<file path="src/ltsm_pkg.sv">
// Shared types, command codes and constants of the line table state machine.
package ltsm_pkg;

    // Field widths
    localparam int OP_W      = 8;
    localparam int OPERAND_W = 64;
    localparam int ADDR_W    = 64;
    localparam int WORD_W    = 32;
    localparam int BYTE_W    = 8;
    localparam int VER_W     = 3;

    // Stream payload widths (whole bytes)
    localparam int S_TDATA_W = 80;
    localparam int M_TDATA_W = 208;

    // Configuration port
    localparam int CFG_IDX_W  = 3;
    localparam int CFG_DATA_W = 8;

    localparam logic [CFG_IDX_W-1:0] CFG_FORMAT_VERSION   = 3'd0;
    localparam logic [CFG_IDX_W-1:0] CFG_OPCODE_BASE      = 3'd1;
    localparam logic [CFG_IDX_W-1:0] CFG_LINE_BASE        = 3'd2;
    localparam logic [CFG_IDX_W-1:0] CFG_LINE_RANGE       = 3'd3;
    localparam logic [CFG_IDX_W-1:0] CFG_MIN_INST_LENGTH  = 3'd4;
    localparam logic [CFG_IDX_W-1:0] CFG_MAX_OPS_PER_INST = 3'd5;
    localparam logic [CFG_IDX_W-1:0] CFG_DEFAULT_IS_STMT  = 3'd6;

    // Reset values of the configuration registers
    localparam logic [VER_W-1:0]  RST_FORMAT_VERSION   = 3'd4;
    localparam logic [BYTE_W-1:0] RST_OPCODE_BASE      = 8'd13;
    localparam logic [BYTE_W-1:0] RST_LINE_BASE        = 8'hFB;
    localparam logic [BYTE_W-1:0] RST_LINE_RANGE       = 8'd14;
    localparam logic [BYTE_W-1:0] RST_MIN_INST_LENGTH  = 8'd1;
    localparam logic [BYTE_W-1:0] RST_MAX_OPS_PER_INST = 8'd1;
    localparam logic              RST_DEFAULT_IS_STMT  = 1'b1;

    // Opcode numbers
    localparam logic [OP_W-1:0] OP_EXTENDED        = 8'd0;
    localparam logic [OP_W-1:0] OP_COPY            = 8'd1;
    localparam logic [OP_W-1:0] OP_ADVANCE_PC      = 8'd2;
    localparam logic [OP_W-1:0] OP_ADVANCE_LINE    = 8'd3;
    localparam logic [OP_W-1:0] OP_SET_FILE        = 8'd4;
    localparam logic [OP_W-1:0] OP_SET_COLUMN      = 8'd5;
    localparam logic [OP_W-1:0] OP_NEGATE_STMT     = 8'd6;
    localparam logic [OP_W-1:0] OP_SET_BASIC_BLOCK = 8'd7;
    localparam logic [OP_W-1:0] OP_CONST_ADD_PC    = 8'd8;
    localparam logic [OP_W-1:0] OP_FIXED_ADV_PC    = 8'd9;
    localparam logic [OP_W-1:0] OP_SET_PROLOGUE    = 8'd10;
    localparam logic [OP_W-1:0] OP_SET_EPILOGUE    = 8'd11;
    localparam logic [OP_W-1:0] OP_SET_ISA         = 8'd12;
    localparam logic [OP_W-1:0] EXT_END_SEQUENCE   = 8'd1;
    localparam logic [OP_W-1:0] EXT_SET_ADDRESS    = 8'd2;
    localparam logic [OP_W-1:0] EXT_SET_DISCRIM    = 8'd4;

    // Queue depth between front and back
    localparam int QUEUE_DEPTH = 2;

    // Command kinds handed from front to back
    typedef logic [4:0] kind_t;
    localparam kind_t K_NOP       = 5'd0;
    localparam kind_t K_END       = 5'd1;
    localparam kind_t K_SET_ADDR  = 5'd2;
    localparam kind_t K_SET_DISC  = 5'd3;
    localparam kind_t K_COPY      = 5'd4;
    localparam kind_t K_ADV_PC    = 5'd5;
    localparam kind_t K_ADV_LINE  = 5'd6;
    localparam kind_t K_SET_FILE  = 5'd7;
    localparam kind_t K_SET_COL   = 5'd8;
    localparam kind_t K_NEG_STMT  = 5'd9;
    localparam kind_t K_BB        = 5'd10;
    localparam kind_t K_CONST_ADD = 5'd11;
    localparam kind_t K_FIX_ADV   = 5'd12;
    localparam kind_t K_PROLOGUE  = 5'd13;
    localparam kind_t K_EPILOGUE  = 5'd14;
    localparam kind_t K_SET_ISA   = 5'd15;
    localparam kind_t K_SPECIAL   = 5'd16;

    typedef struct packed {
        kind_t                 kind;
        logic [BYTE_W-1:0]     adj;
        logic [OPERAND_W-1:0]  operand;
    } cmd_t;

    typedef struct packed {
        logic [VER_W-1:0]  format_version;
        logic [BYTE_W-1:0] opcode_base;
        logic [BYTE_W-1:0] line_base;
        logic [BYTE_W-1:0] line_range;
        logic [BYTE_W-1:0] min_inst_length;
        logic [BYTE_W-1:0] max_ops_per_inst;
        logic              default_is_stmt;
    } cfg_t;

endpackage

</file>
<file path="src/ltsm_front.sv">
// Front end: decodes accepted instructions into commands for the back end.
module ltsm_front import ltsm_pkg::*; (
    input  logic                 aclk,
    input  logic                 aresetn,
    input  cfg_t                 cfg,
    input  logic                 s_tvalid,
    output logic                 s_tready,
    input  logic [S_TDATA_W-1:0] s_tdata,
    input  logic                 q_full,
    output logic                 q_push,
    output cmd_t                 q_data
);

    logic [OP_W-1:0]      op;
    logic [OP_W-1:0]      ext_op;
    logic [OPERAND_W-1:0] operand;
    logic                 v_ge3;
    logic                 v_ge4;
    kind_t                kind;
    logic [BYTE_W-1:0]    adj;
    logic                 accept;
    logic [31:0]          item_cnt_reg;
    logic [31:0]          item_cnt_next;

    assign op      = s_tdata[7:0];
    assign ext_op  = s_tdata[15:8];
    assign operand = s_tdata[79:16];
    assign v_ge3   = cfg.format_version > 3'd2;
    assign v_ge4   = cfg.format_version > 3'd3;

    // Classify the instruction
    always_comb begin
        kind = K_NOP;
        adj  = '0;
        if (op == OP_EXTENDED) begin
            if (ext_op == EXT_END_SEQUENCE) begin
                kind = K_END;
            end else if (ext_op == EXT_SET_ADDRESS) begin
                kind = K_SET_ADDR;
            end else if (ext_op == EXT_SET_DISCRIM && v_ge4) begin
                kind = K_SET_DISC;
            end
        end else if (op < cfg.opcode_base) begin
            case (op)
                OP_COPY:            kind = K_COPY;
                OP_ADVANCE_PC:      kind = K_ADV_PC;
                OP_ADVANCE_LINE:    kind = K_ADV_LINE;
                OP_SET_FILE:        kind = K_SET_FILE;
                OP_SET_COLUMN:      kind = K_SET_COL;
                OP_NEGATE_STMT:     kind = K_NEG_STMT;
                OP_SET_BASIC_BLOCK: kind = K_BB;
                OP_CONST_ADD_PC: begin
                    kind = K_CONST_ADD;
                    adj  = ~cfg.opcode_base;
                end
                OP_FIXED_ADV_PC:    kind = K_FIX_ADV;
                OP_SET_PROLOGUE:    kind = v_ge3 ? K_PROLOGUE : K_NOP;
                OP_SET_EPILOGUE:    kind = v_ge3 ? K_EPILOGUE : K_NOP;
                OP_SET_ISA:         kind = v_ge3 ? K_SET_ISA : K_NOP;
                default:            kind = K_NOP;
            endcase
        end else begin
            kind = K_SPECIAL;
            adj  = op - cfg.opcode_base;
        end
    end

    // Accept while the queue has room; drop instructions that do nothing
    assign s_tready     = !q_full;
    assign accept       = s_tvalid && s_tready;
    assign q_push       = accept && (kind != K_NOP);
    assign q_data.kind    = kind;
    assign q_data.adj     = adj;
    assign q_data.operand = operand;

    // Count accepted transactions (status for debug)
    assign item_cnt_next = item_cnt_reg + 32'd1;
    always_ff @(posedge aclk) begin
        if (!aresetn) begin
            item_cnt_reg <= '0;
        end else if (accept) begin
            item_cnt_reg <= item_cnt_next;
        end
    end

`ifndef NO_ASSERTIONS
    a_no_push_full: assert property (@(posedge aclk) disable iff (!aresetn)
        q_push |-> !q_full) else $error("push into full queue");
    a_nop_dropped: assert property (@(posedge aclk) disable iff (!aresetn)
        (accept && kind == K_NOP) |-> !q_push) else $error("nop pushed");
    a_cnt_adv: assert property (@(posedge aclk) disable iff (!aresetn)
        accept |=> item_cnt_reg == $past(item_cnt_next)) else $error("count slip");
`endif

endmodule

</file>
<file path="src/ltsm_queue.sv">
// Short command queue between front and back ends.
module ltsm_queue import ltsm_pkg::*; #(
    parameter int DEPTH = QUEUE_DEPTH
) (
    input  logic aclk,
    input  logic aresetn,
    input  logic push,
    input  cmd_t push_data,
    output logic full,
    input  logic pop,
    output cmd_t head,
    output logic empty
);

    localparam int PTR_W = (DEPTH > 1) ? $clog2(DEPTH) : 1;
    localparam int CNT_W = $clog2(DEPTH + 1);
    localparam logic [PTR_W-1:0] LAST = PTR_W'(DEPTH - 1);

    cmd_t             mem [DEPTH];
    logic [PTR_W-1:0] wr_ptr_reg, wr_ptr_next;
    logic [PTR_W-1:0] rd_ptr_reg, rd_ptr_next;
    logic [CNT_W-1:0] cnt_reg, cnt_next;

    assign full  = cnt_reg == CNT_W'(DEPTH);
    assign empty = cnt_reg == '0;
    assign head  = mem[rd_ptr_reg];

    // Advance pointers and fill count
    always_comb begin
        wr_ptr_next = wr_ptr_reg;
        rd_ptr_next = rd_ptr_reg;
        cnt_next    = cnt_reg;
        if (push) begin
            wr_ptr_next = (wr_ptr_reg == LAST) ? '0 : wr_ptr_reg + 1'b1;
        end
        if (pop) begin
            rd_ptr_next = (rd_ptr_reg == LAST) ? '0 : rd_ptr_reg + 1'b1;
        end
        if (push && !pop) begin
            cnt_next = cnt_reg + 1'b1;
        end else if (pop && !push) begin
            cnt_next = cnt_reg - 1'b1;
        end
    end

    always_ff @(posedge aclk) begin
        if (!aresetn) begin
            wr_ptr_reg <= '0;
            rd_ptr_reg <= '0;
            cnt_reg    <= '0;
        end else begin
            wr_ptr_reg <= wr_ptr_next;
            rd_ptr_reg <= rd_ptr_next;
            cnt_reg    <= cnt_next;
        end
    end

    // Store entries
    always_ff @(posedge aclk) begin
        if (push) begin
            mem[wr_ptr_reg] <= push_data;
        end
    end

`ifndef NO_ASSERTIONS
    a_no_underflow: assert property (@(posedge aclk) disable iff (!aresetn)
        pop |-> !empty) else $error("pop from empty queue");
    a_no_overflow: assert property (@(posedge aclk) disable iff (!aresetn)
        (push && !pop) |-> !full) else $error("queue overflow");
    a_cnt_range: assert property (@(posedge aclk) disable iff (!aresetn)
        cnt_reg <= CNT_W'(DEPTH)) else $error("count out of range");
`endif

endmodule

</file>
<file path="src/ltsm_div.sv">
// Serial divider: 64-bit dividend by 8-bit divisor, eight quotient bits a cycle.
module ltsm_div import ltsm_pkg::*; (
    input  logic                  aclk,
    input  logic                  aresetn,
    input  logic                  start,
    input  logic [OPERAND_W-1:0]  dividend,
    input  logic [BYTE_W-1:0]     divisor,
    output logic                  busy,
    output logic                  done,
    output logic [OPERAND_W-1:0]  quot,
    output logic [BYTE_W-1:0]     rem
);

    localparam int STEPS = OPERAND_W / BYTE_W;
    localparam int CNT_W = $clog2(STEPS);

    logic                  busy_reg, busy_next;
    logic                  done_reg, done_next;
    logic [CNT_W-1:0]      cnt_reg, cnt_next;
    logic [OPERAND_W-1:0]  dvd_reg, dvd_next;
    logic [BYTE_W-1:0]     rem_reg, rem_next;
    logic [BYTE_W-1:0]     dsr_reg, dsr_next;
    logic [OPERAND_W-1:0]  x;
    logic [BYTE_W-1:0]     r;
    logic [BYTE_W:0]       t;

    // Eight restoring steps on the partial remainder
    always_comb begin
        x = dvd_reg;
        r = rem_reg;
        t = '0;
        for (int i = 0; i < BYTE_W; i++) begin
            t = {r, x[OPERAND_W-1]};
            x = {x[OPERAND_W-2:0], 1'b0};
            if (t >= {1'b0, dsr_reg}) begin
                t    = t - {1'b0, dsr_reg};
                x[0] = 1'b1;
            end
            r = t[BYTE_W-1:0];
        end
    end

    // Sequence the steps
    always_comb begin
        busy_next = busy_reg;
        done_next = 1'b0;
        cnt_next  = cnt_reg;
        dvd_next  = dvd_reg;
        rem_next  = rem_reg;
        dsr_next  = dsr_reg;
        if (start && !busy_reg) begin
            busy_next = 1'b1;
            cnt_next  = '0;
            dvd_next  = dividend;
            rem_next  = '0;
            dsr_next  = divisor;
        end else if (busy_reg) begin
            dvd_next = x;
            rem_next = r;
            cnt_next = cnt_reg + 1'b1;
            if (cnt_reg == CNT_W'(STEPS - 1)) begin
                busy_next = 1'b0;
                done_next = 1'b1;
            end
        end
    end

    always_ff @(posedge aclk) begin
        if (!aresetn) begin
            busy_reg <= 1'b0;
            done_reg <= 1'b0;
            cnt_reg  <= '0;
        end else begin
            busy_reg <= busy_next;
            done_reg <= done_next;
            cnt_reg  <= cnt_next;
        end
    end

    always_ff @(posedge aclk) begin
        dvd_reg <= dvd_next;
        rem_reg <= rem_next;
        dsr_reg <= dsr_next;
    end

    assign busy = busy_reg;
    assign done = done_reg;
    assign quot = dvd_reg;
    assign rem  = rem_reg;

`ifndef NO_ASSERTIONS
    a_done_pulse: assert property (@(posedge aclk) disable iff (!aresetn)
        done_reg |=> !done_reg) else $error("done held");
    a_done_after_busy: assert property (@(posedge aclk) disable iff (!aresetn)
        done_reg |-> $past(busy_reg)) else $error("done without run");
    a_rem_below: assert property (@(posedge aclk) disable iff (!aresetn)
        done_reg |-> rem_reg < dsr_reg) else $error("remainder too large");
`endif

endmodule

</file>
<file path="src/ltsm_back.sv">
// Back end: row registers, address arithmetic and row output register.
module ltsm_back import ltsm_pkg::*; (
    input  logic                 aclk,
    input  logic                 aresetn,
    input  cfg_t                 cfg,
    input  logic                 q_empty,
    input  cmd_t                 q_head,
    output logic                 q_pop,
    output logic                 m_tvalid,
    input  logic                 m_tready,
    output logic [M_TDATA_W-1:0] m_tdata,
    output logic                 m_tlast
);

    localparam logic [2:0] S_IDLE = 3'd0;
    localparam logic [2:0] S_DIV1 = 3'd1;
    localparam logic [2:0] S_DIV2 = 3'd2;
    localparam logic [2:0] S_MUL  = 3'd3;
    localparam logic [2:0] S_ADD  = 3'd4;

    logic [2:0]            state_reg, state_next;
    cmd_t                  cmd_reg, cmd_next;
    logic [ADDR_W-1:0]     adv_reg, adv_next;
    logic [ADDR_W-1:0]     prod_reg, prod_next;
    logic [BYTE_W-1:0]     lrem_reg, lrem_next;

    logic [ADDR_W-1:0]     addr_reg, addr_next;
    logic [BYTE_W-1:0]     opidx_reg, opidx_next;
    logic [WORD_W-1:0]     file_reg, file_next;
    logic [WORD_W-1:0]     line_reg, line_next;
    logic [WORD_W-1:0]     col_reg, col_next;
    logic [BYTE_W-1:0]     isa_reg, isa_next;
    logic [WORD_W-1:0]     disc_reg, disc_next;
    logic                  stmt_reg, stmt_next;
    logic                  bb_reg, bb_next;
    logic                  pe_reg, pe_next;
    logic                  eb_reg, eb_next;

    logic                  mv_reg, mv_next;
    logic [M_TDATA_W-1:0]  mdata_reg, mdata_next;
    logic                  mlast_reg, mlast_next;

    logic                  v_ge4;
    logic [BYTE_W-1:0]     lr_eff;
    logic [BYTE_W-1:0]     mo_eff;
    logic                  out_free;
    logic                  head_emits;
    logic                  row_load;
    logic [WORD_W-1:0]     line_spec;
    logic [ADDR_W-1:0]     addr_sum;

    logic                  div_start;
    logic [OPERAND_W-1:0]  div_dividend;
    logic [BYTE_W-1:0]     div_divisor;
    logic                  div_busy;
    logic                  div_done;
    logic [OPERAND_W-1:0]  div_quot;
    logic [BYTE_W-1:0]     div_rem;

    assign v_ge4      = cfg.format_version > 3'd3;
    assign lr_eff     = (cfg.line_range == '0) ? 8'd1 : cfg.line_range;
    assign mo_eff     = (cfg.max_ops_per_inst == '0) ? 8'd1 : cfg.max_ops_per_inst;
    assign out_free   = !mv_reg || m_tready;
    assign head_emits = (q_head.kind == K_COPY) || (q_head.kind == K_END);
    assign q_pop      = (state_reg == S_IDLE) && !q_empty && (!head_emits || out_free);
    assign addr_sum   = addr_reg + prod_reg;
    assign line_spec  = line_reg + {{(WORD_W-BYTE_W){cfg.line_base[BYTE_W-1]}}, cfg.line_base}
                        + {{(WORD_W-BYTE_W){1'b0}}, lrem_reg};

    ltsm_div u_div (
        .aclk     (aclk),
        .aresetn  (aresetn),
        .start    (div_start),
        .dividend (div_dividend),
        .divisor  (div_divisor),
        .busy     (div_busy),
        .done     (div_done),
        .quot     (div_quot),
        .rem      (div_rem)
    );

    // Execute commands
    always_comb begin
        state_next   = state_reg;
        cmd_next     = cmd_reg;
        adv_next     = adv_reg;
        prod_next    = prod_reg;
        lrem_next    = lrem_reg;
        addr_next    = addr_reg;
        opidx_next   = opidx_reg;
        file_next    = file_reg;
        line_next    = line_reg;
        col_next     = col_reg;
        isa_next     = isa_reg;
        disc_next    = disc_reg;
        stmt_next    = stmt_reg;
        bb_next      = bb_reg;
        pe_next      = pe_reg;
        eb_next      = eb_reg;
        mv_next      = mv_reg && !m_tready;
        mdata_next   = mdata_reg;
        mlast_next   = mlast_reg;
        row_load     = 1'b0;
        div_start    = 1'b0;
        div_dividend = '0;
        div_divisor  = mo_eff;

        case (state_reg)
            S_IDLE: begin
                if (q_pop) begin
                    cmd_next = q_head;
                    case (q_head.kind)
                        K_END, K_COPY: begin
                            row_load   = 1'b1;
                            mlast_next = q_head.kind == K_END;
                            mdata_next = {4'b0, eb_reg, pe_reg, bb_reg, stmt_reg, file_reg,
                                          disc_reg, isa_reg, col_reg, line_reg, addr_reg};
                            disc_next  = '0;
                            bb_next    = 1'b0;
                            pe_next    = 1'b0;
                            eb_next    = 1'b0;
                            if (q_head.kind == K_END) begin
                                addr_next  = '0;
                                opidx_next = '0;
                                file_next  = 32'd1;
                                line_next  = 32'd1;
                                col_next   = '0;
                                isa_next   = '0;
                                stmt_next  = cfg.default_is_stmt;
                            end
                        end
                        K_SET_ADDR: begin
                            addr_next  = q_head.operand;
                            opidx_next = '0;
                        end
                        K_SET_DISC: disc_next = q_head.operand[WORD_W-1:0];
                        K_ADV_LINE: line_next = line_reg + q_head.operand[WORD_W-1:0];
                        K_SET_FILE: file_next = q_head.operand[WORD_W-1:0];
                        K_SET_COL:  col_next  = q_head.operand[WORD_W-1:0];
                        K_NEG_STMT: stmt_next = !stmt_reg;
                        K_BB:       bb_next   = 1'b1;
                        K_FIX_ADV: begin
                            addr_next  = addr_reg + {48'b0, q_head.operand[15:0]};
                            opidx_next = '0;
                        end
                        K_PROLOGUE: pe_next  = 1'b1;
                        K_EPILOGUE: eb_next  = 1'b1;
                        K_SET_ISA:  isa_next = q_head.operand[BYTE_W-1:0];
                        K_ADV_PC: begin
                            if (v_ge4) begin
                                div_start    = 1'b1;
                                div_dividend = {56'b0, opidx_reg} + q_head.operand;
                                state_next   = S_DIV2;
                            end else begin
                                adv_next   = q_head.operand;
                                state_next = S_MUL;
                            end
                        end
                        K_CONST_ADD, K_SPECIAL: begin
                            div_start    = 1'b1;
                            div_dividend = {56'b0, q_head.adj};
                            div_divisor  = lr_eff;
                            state_next   = S_DIV1;
                        end
                        default: ;
                    endcase
                end
            end
            // Line step: quotient advances ops, remainder goes to the line
            S_DIV1: begin
                if (div_done) begin
                    lrem_next = div_rem;
                    if (v_ge4) begin
                        div_start    = 1'b1;
                        div_dividend = {56'b0, opidx_reg} + div_quot;
                        state_next   = S_DIV2;
                    end else begin
                        adv_next   = div_quot;
                        state_next = S_MUL;
                    end
                end
            end
            // Op-index split into instructions and remaining ops
            S_DIV2: begin
                if (div_done) begin
                    adv_next   = div_quot;
                    opidx_next = div_rem;
                    state_next = S_MUL;
                end
            end
            S_MUL: begin
                prod_next  = 64'({56'b0, cfg.min_inst_length} * adv_reg);
                state_next = S_ADD;
            end
            S_ADD: begin
                if (cmd_reg.kind == K_SPECIAL) begin
                    if (out_free) begin
                        row_load   = 1'b1;
                        mlast_next = 1'b0;
                        mdata_next = {4'b0, eb_reg, pe_reg, bb_reg, stmt_reg, file_reg,
                                      disc_reg, isa_reg, col_reg, line_spec, addr_sum};
                        addr_next  = addr_sum;
                        line_next  = line_spec;
                        disc_next  = '0;
                        bb_next    = 1'b0;
                        pe_next    = 1'b0;
                        eb_next    = 1'b0;
                        state_next = S_IDLE;
                    end
                end else begin
                    addr_next  = addr_sum;
                    state_next = S_IDLE;
                end
            end
            default: state_next = S_IDLE;
        endcase

        if (row_load) begin
            mv_next = 1'b1;
        end
    end

    always_ff @(posedge aclk) begin
        if (!aresetn) begin
            state_reg <= S_IDLE;
            mv_reg    <= 1'b0;
            addr_reg  <= '0;
            opidx_reg <= '0;
            file_reg  <= 32'd1;
            line_reg  <= 32'd1;
            col_reg   <= '0;
            isa_reg   <= '0;
            disc_reg  <= '0;
            stmt_reg  <= RST_DEFAULT_IS_STMT;
            bb_reg    <= 1'b0;
            pe_reg    <= 1'b0;
            eb_reg    <= 1'b0;
        end else begin
            state_reg <= state_next;
            mv_reg    <= mv_next;
            addr_reg  <= addr_next;
            opidx_reg <= opidx_next;
            file_reg  <= file_next;
            line_reg  <= line_next;
            col_reg   <= col_next;
            isa_reg   <= isa_next;
            disc_reg  <= disc_next;
            stmt_reg  <= stmt_next;
            bb_reg    <= bb_next;
            pe_reg    <= pe_next;
            eb_reg    <= eb_next;
        end
    end

    // Hold payload
    always_ff @(posedge aclk) begin
        cmd_reg   <= cmd_next;
        adv_reg   <= adv_next;
        prod_reg  <= prod_next;
        lrem_reg  <= lrem_next;
        mdata_reg <= mdata_next;
        mlast_reg <= mlast_next;
    end

    assign m_tvalid = mv_reg;
    assign m_tdata  = mdata_reg;
    assign m_tlast  = mlast_reg;

`ifndef NO_ASSERTIONS
    a_row_free: assert property (@(posedge aclk) disable iff (!aresetn)
        row_load |-> out_free) else $error("row overwrites pending row");
    a_div_idle: assert property (@(posedge aclk) disable iff (!aresetn)
        div_start |-> !div_busy) else $error("divider restarted while busy");
    a_div_wait: assert property (@(posedge aclk) disable iff (!aresetn)
        (state_reg == S_DIV1 || state_reg == S_DIV2) |-> (div_busy || div_done))
        else $error("waiting on idle divider");
    a_end_reset: assert property (@(posedge aclk) disable iff (!aresetn)
        (q_pop && q_head.kind == K_END) |=> (line_reg == 32'd1 && addr_reg == '0))
        else $error("sequence not restarted");
`endif

endmodule

</file>
<file path="src/line_table_state_machine.sv">
// Top level of the line table state machine: configuration registers and wiring.
//
// Executes one line-number program instruction per input transaction and
// emits a row on copy, special opcodes and end_sequence (tlast marks the
// end_sequence row). Simple instructions complete in the back end's idle
// state. advance_pc splits the op-index in the shared serial divider with
// op-index versions (4 and up), then multiplies and adds; special opcodes
// and const_add_pc first divide for the line step. Special opcodes also
// wait for the result channel to take the previous row. The serial
// divider produces eight quotient bits a cycle over a 64-bit dividend. A
// short queue lets the front keep accepting while the back end works.
module line_table_state_machine import ltsm_pkg::*; #(
    parameter int QDEPTH = QUEUE_DEPTH
) (
    input  logic                  aclk,
    input  logic                  aresetn,
    // op[7:0], ext_op[15:8], operand[79:16]
    input  logic                  s_tvalid,
    output logic                  s_tready,
    input  logic [S_TDATA_W-1:0]  s_tdata,
    // row_address[63:0], row_line[95:64], row_column[127:96], row_isa[135:128],
    // row_discriminator[167:136], row_file_index[199:168], row_is_stmt[200],
    // row_basic_block[201], row_prologue_end[202], row_epilogue_begin[203]
    output logic                  m_tvalid,
    input  logic                  m_tready,
    output logic [M_TDATA_W-1:0]  m_tdata,
    output logic                  m_tlast,
    input  logic                  cfg_valid,
    output logic                  cfg_ready,
    input  logic [CFG_IDX_W-1:0]  cfg_index,
    input  logic [CFG_DATA_W-1:0] cfg_data
);

    cfg_t cfg_reg, cfg_next;
    logic q_full, q_push, q_pop, q_empty;
    cmd_t q_in, q_head;

    // Write configuration registers
    assign cfg_ready = 1'b1;
    always_comb begin
        cfg_next = cfg_reg;
        if (cfg_valid) begin
            case (cfg_index)
                CFG_FORMAT_VERSION:   cfg_next.format_version   = cfg_data[VER_W-1:0];
                CFG_OPCODE_BASE:      cfg_next.opcode_base      = cfg_data;
                CFG_LINE_BASE:        cfg_next.line_base        = cfg_data;
                CFG_LINE_RANGE:       cfg_next.line_range       = cfg_data;
                CFG_MIN_INST_LENGTH:  cfg_next.min_inst_length  = cfg_data;
                CFG_MAX_OPS_PER_INST: cfg_next.max_ops_per_inst = cfg_data;
                CFG_DEFAULT_IS_STMT:  cfg_next.default_is_stmt  = cfg_data[0];
                default: ;
            endcase
        end
    end

    always_ff @(posedge aclk) begin
        if (!aresetn) begin
            cfg_reg.format_version   <= RST_FORMAT_VERSION;
            cfg_reg.opcode_base      <= RST_OPCODE_BASE;
            cfg_reg.line_base        <= RST_LINE_BASE;
            cfg_reg.line_range       <= RST_LINE_RANGE;
            cfg_reg.min_inst_length  <= RST_MIN_INST_LENGTH;
            cfg_reg.max_ops_per_inst <= RST_MAX_OPS_PER_INST;
            cfg_reg.default_is_stmt  <= RST_DEFAULT_IS_STMT;
        end else begin
            cfg_reg <= cfg_next;
        end
    end

    ltsm_front u_front (
        .aclk     (aclk),
        .aresetn  (aresetn),
        .cfg      (cfg_reg),
        .s_tvalid (s_tvalid),
        .s_tready (s_tready),
        .s_tdata  (s_tdata),
        .q_full   (q_full),
        .q_push   (q_push),
        .q_data   (q_in)
    );

    ltsm_queue #(.DEPTH(QDEPTH)) u_queue (
        .aclk      (aclk),
        .aresetn   (aresetn),
        .push      (q_push),
        .push_data (q_in),
        .full      (q_full),
        .pop       (q_pop),
        .head      (q_head),
        .empty     (q_empty)
    );

    ltsm_back u_back (
        .aclk     (aclk),
        .aresetn  (aresetn),
        .cfg      (cfg_reg),
        .q_empty  (q_empty),
        .q_head   (q_head),
        .q_pop    (q_pop),
        .m_tvalid (m_tvalid),
        .m_tready (m_tready),
        .m_tdata  (m_tdata),
        .m_tlast  (m_tlast)
    );

endmodule

</file>
<file path="config.mk">
export PLATFORM = sky130hd
export DESIGN_NAME = line_table_state_machine
export DESIGN_NICKNAME = d
export VERILOG_FILES = /design/src/ltsm_pkg.sv /design/src/ltsm_front.sv /design/src/ltsm_queue.sv /design/src/ltsm_div.sv /design/src/ltsm_back.sv /design/src/line_table_state_machine.sv
export SDC_FILE = /design/constraint.sdc
export NUM_CORES = 2
export LEC_CHECK = 0
export BUFFER_PORTS_ARGS = -buffer_cell sky130_fd_sc_hd__buf_4
export CORE_MARGIN = 1.5
export CORE_UTILIZATION = 50
export CTS_CLUSTER_DIAMETER = 100
export DETAILED_ROUTE_END_ITERATION = 10
export PLACE_DENSITY = 0.69
export REMOVE_ABC_BUFFERS = 1
export SYNTH_ARGS = -nofsm -noshare
export SYNTH_HDL_FRONTEND = slang
export SYNTH_SLANG_ARGS = --single-unit
</file>
<file path="constraint.sdc">
create_clock -name aclk -period 27.1 [get_ports aclk]
set_clock_uncertainty 0.2 [all_clocks]
set_input_delay 2.71 -clock aclk [delete_from_list [all_inputs] [get_ports aclk]]
set_output_delay 2.71 -clock aclk [all_outputs]
set_load 0.05 [all_outputs]
</file>
==> flow_summary.json <==
{
  "status": "finished clean",
  "drc_errors": 0,
  "grt_start_max_net_pins": 88,
  "rsz0062_at_grt": "no",
  "ys_top_cells_by_count": "878 x nand2_1, 572 x edfxtp_1, 455 x nor2_1, 443 x a21oi_1, 406 x inv_1",
  "min_path_type": "reg -> reg",
  "h-tree-depth": 3,
  "final_util_pct": 56.7,
  "clock_sinks": 850,
  "yosysUniqueCellTypes": 94,
  "critical-path-slowest-cell": "o2bb2ai_1",
  "cts_buffers": 94,
  "yosysSeqAreaShare_pct": 37.3,
  "setup_viol": 0,
  "io_buffers": 302,
  "synth_top_cells_by_area": "edfxtp_1 28%, fa_1 12%, dfxtp_1 9.1%, ha_1 6.7%, nand2_1 5.4%",
  "async_flop_share_pct": 0,
  "synth_mux_area_share_pct": 2.58,
  "drive_gt1_share_pct": 10.6,
  "clk_path_buf_depth": 3,
  "tightest_slew_ns": 1.20,
  "hold_violations": 0,
  "overflow": 0,
  "syn_avg_cell_area_um2": 9.58,
  "ant_nets": 0,
  "reg2reg_depth": 83,
  "finalMaxSlewViolations": 0,
  "holdWs_ns": 0.226,
  "grt_pass1_vias": 48400,
  "synth-simple-area-share_pct": 16.3,
  "drt-initial-drc-count": 4650,
  "synth_edf_count": 572,
  "yosys.area.top_type": "edfxtp_1",
  "worstReg2RegStart": "u_back.u_div.dsr_reg[1]",
  "synth_top_family_by_area": "adder cells",
  "syn2layout_area_growth_pct": 12.0,
  "synth_compound_area_share_pct": 14.9,
  "synth_xor_area_share_pct": 5.60,
  "fin_crit_ns": 22.35,
  "boundaryPins": 308,
  "dieArea_um2": 124000,
  "fin_crit_sh_pct": 82.5,
  "min_from": "u_back.file_reg[30]",
  "cts_root_buf": "clkbuf_16",
  "syn_area_um2": 60900,
  "drt-total-wl_mm": 190,
  "r2r-end": "u_back.u_div.rem[1]",
  "post_cts_resized": 0,
  "crit_path_start_kind": "flip-flop",
  "final_nets": 7355,
  "hpwl_mm": 139,
  "relSlewSlack_pct": 17.8,
  "rrSetupSlack_ns": 4.75,
  "synthCells": 6359,
  "via_count": 49700,
  "fillCellCount": 10500,
  "cts_setup_buffers": 0,
  "endpoint_kind": "flip-flop",
  "fp.dieW_um": 352,
  "start_util_pct": 50.6,
  "crit_path_max_incr_delay_ns": 0.83,
  "gp_congestion": 0.933,
  "worstSetupPathType": "reg -> reg",
  "yosysMostFrequentCell": "nand2_1",
  "ys.flop_type": "edfxtp_1",
  "crit_family": "compound AO/OA/AOI/OAI gates",
  "cts_tree": "done",
  "core_area_um2": 120000,
  "hold_buffers": 0,
  "rows": 127,
  "yosys.area.top_type_share_pct": 28.2,
  "holdPathEnd": "u_back.m_tdata[198]",
  "yosys_warnings": 0,
  "path_common_cell": "o21ai_0",
  "synthAdderAreaFrac_pct": 18.9,
  "max-cap-violations": 0,
  "largest_reg_flops": 204,
  "grt_pass1_wl_mm": 289,
  "track_usage_pct": 30.0,
  "viasPerCell": 6.01,
  "die-height_um": 352,
  "path_buf_inv": 7,
  "arrival_ns": 22.73,
  "clock_latency_ns": 0.74,
  "antenna_found_initial": 4,
  "synth_seq_cells": 850,
  "fin_setup_tns_ns": 0,
  "wl_per_cell_um": 23.1,
  "fmax_mhz": 44.7,
  "hold_depth": 0,
  "clk_transition_reported_paths_ns": 0.07,
  "crit_required_ns": 27.48,
  "worst-path-max-fanout": 14,
  "first_pass_iters": 6
}
metrics by stage:
| step | std cells | cell area (um^2) | setup WS [ns] |
|---|---|---|---|
| after floorplan | 6064 | 59800 | 8.99 |
| after global placement | 8078 | 65000 | 5.09 |
| after detailed placement | 8078 | 65000 | 4.80 |
| after CTS | 8255 | 68200 | 4.76 |
| after global routing | 8256 | 68200 | 3.14 |
| final | 8258 | 68200 | 4.75 |
final cells by class:
class	count	area (um^2)	area share (%)
diodes	3	7.51	0.0110
clock buffers	118	2500	3.67
clock inverters	59	776	1.14
inverters	410	1550	2.27
multi-input cells	4804	35600	52.2
flip-flops and latches	850	22800	33.3
well taps	1612	2020	2.96
repair buffers	402	3020	4.42
per-layer routing:
metal	vias up	global-route usage [%]	wire length, um	part of all wire (%)
met1	24500	40.4	79400	42
met2	2127	47.5	86600	45
met3	377	5.64	16000	8.4
met5	-	0	13	0.0068
li1	22700	-	-	-
met4	2	12.6	8420	4.4
logic make-up after synthesis:
logic type               after synthesis
flip-flops                           850
buffers and inverters                708
other                                  2
AO/OA/AOI/OAI                       1421
multiplexers                         148
AND/OR/NAND/NOR                     2143
adder cells (fa/ha/maj)              697
XOR/XNOR                             390
worst max path at each step:
| stage | startpoint | endpoint | cells past startpoint |
|---|---|---|---|
| 2_1_floorplan | u_back.u_div.dsr_reg[1] | u_back.u_div.rem[1] | 85 |
| 3_3_place_gp | u_back.u_div.dsr_reg[1] | u_back.u_div.rem[1] | 85 |
| 3_5_place_dp | u_back.u_div.dsr_reg[1] | u_back.u_div.rem[1] | 83 |
| 4_1_cts | u_back.u_div.dsr_reg[1] | u_back.u_div.rem[1] | 85 |
| 5_1_grt | u_back.u_div.dsr_reg[1] | u_back.u_div.rem[1] | 85 |
| 6_report | u_back.u_div.dsr_reg[1] | u_back.u_div.rem[1] | 83 |
cells in the final DEF (no fill, tap or decap), drive strengths merged, types with 28 or more instances in the layout:
master	count
nand3	149
nand2	878
nor2b	57
a31oi	62
xor2	143
dfxtp	278
mux2	72
nor2	455
inv	414
nor4	29
a21o	164
and3	51
mux2i	76
o211ai	30
a211oi	33
o21ai	274
clkinv	35
and2	227
nand2b	54
clkbuf	118
ha	326
o21a	28
or3	28
a21oi	446
a22oi	100
buf	402
a221oi	53
o21bai	47
fa	371
edfxtp	572
xnor2	247
nand4	60
nor3	84
Power is not shown: default switching activity piles up to over one toggle a cycle in this logic, so the estimate is an artifact.
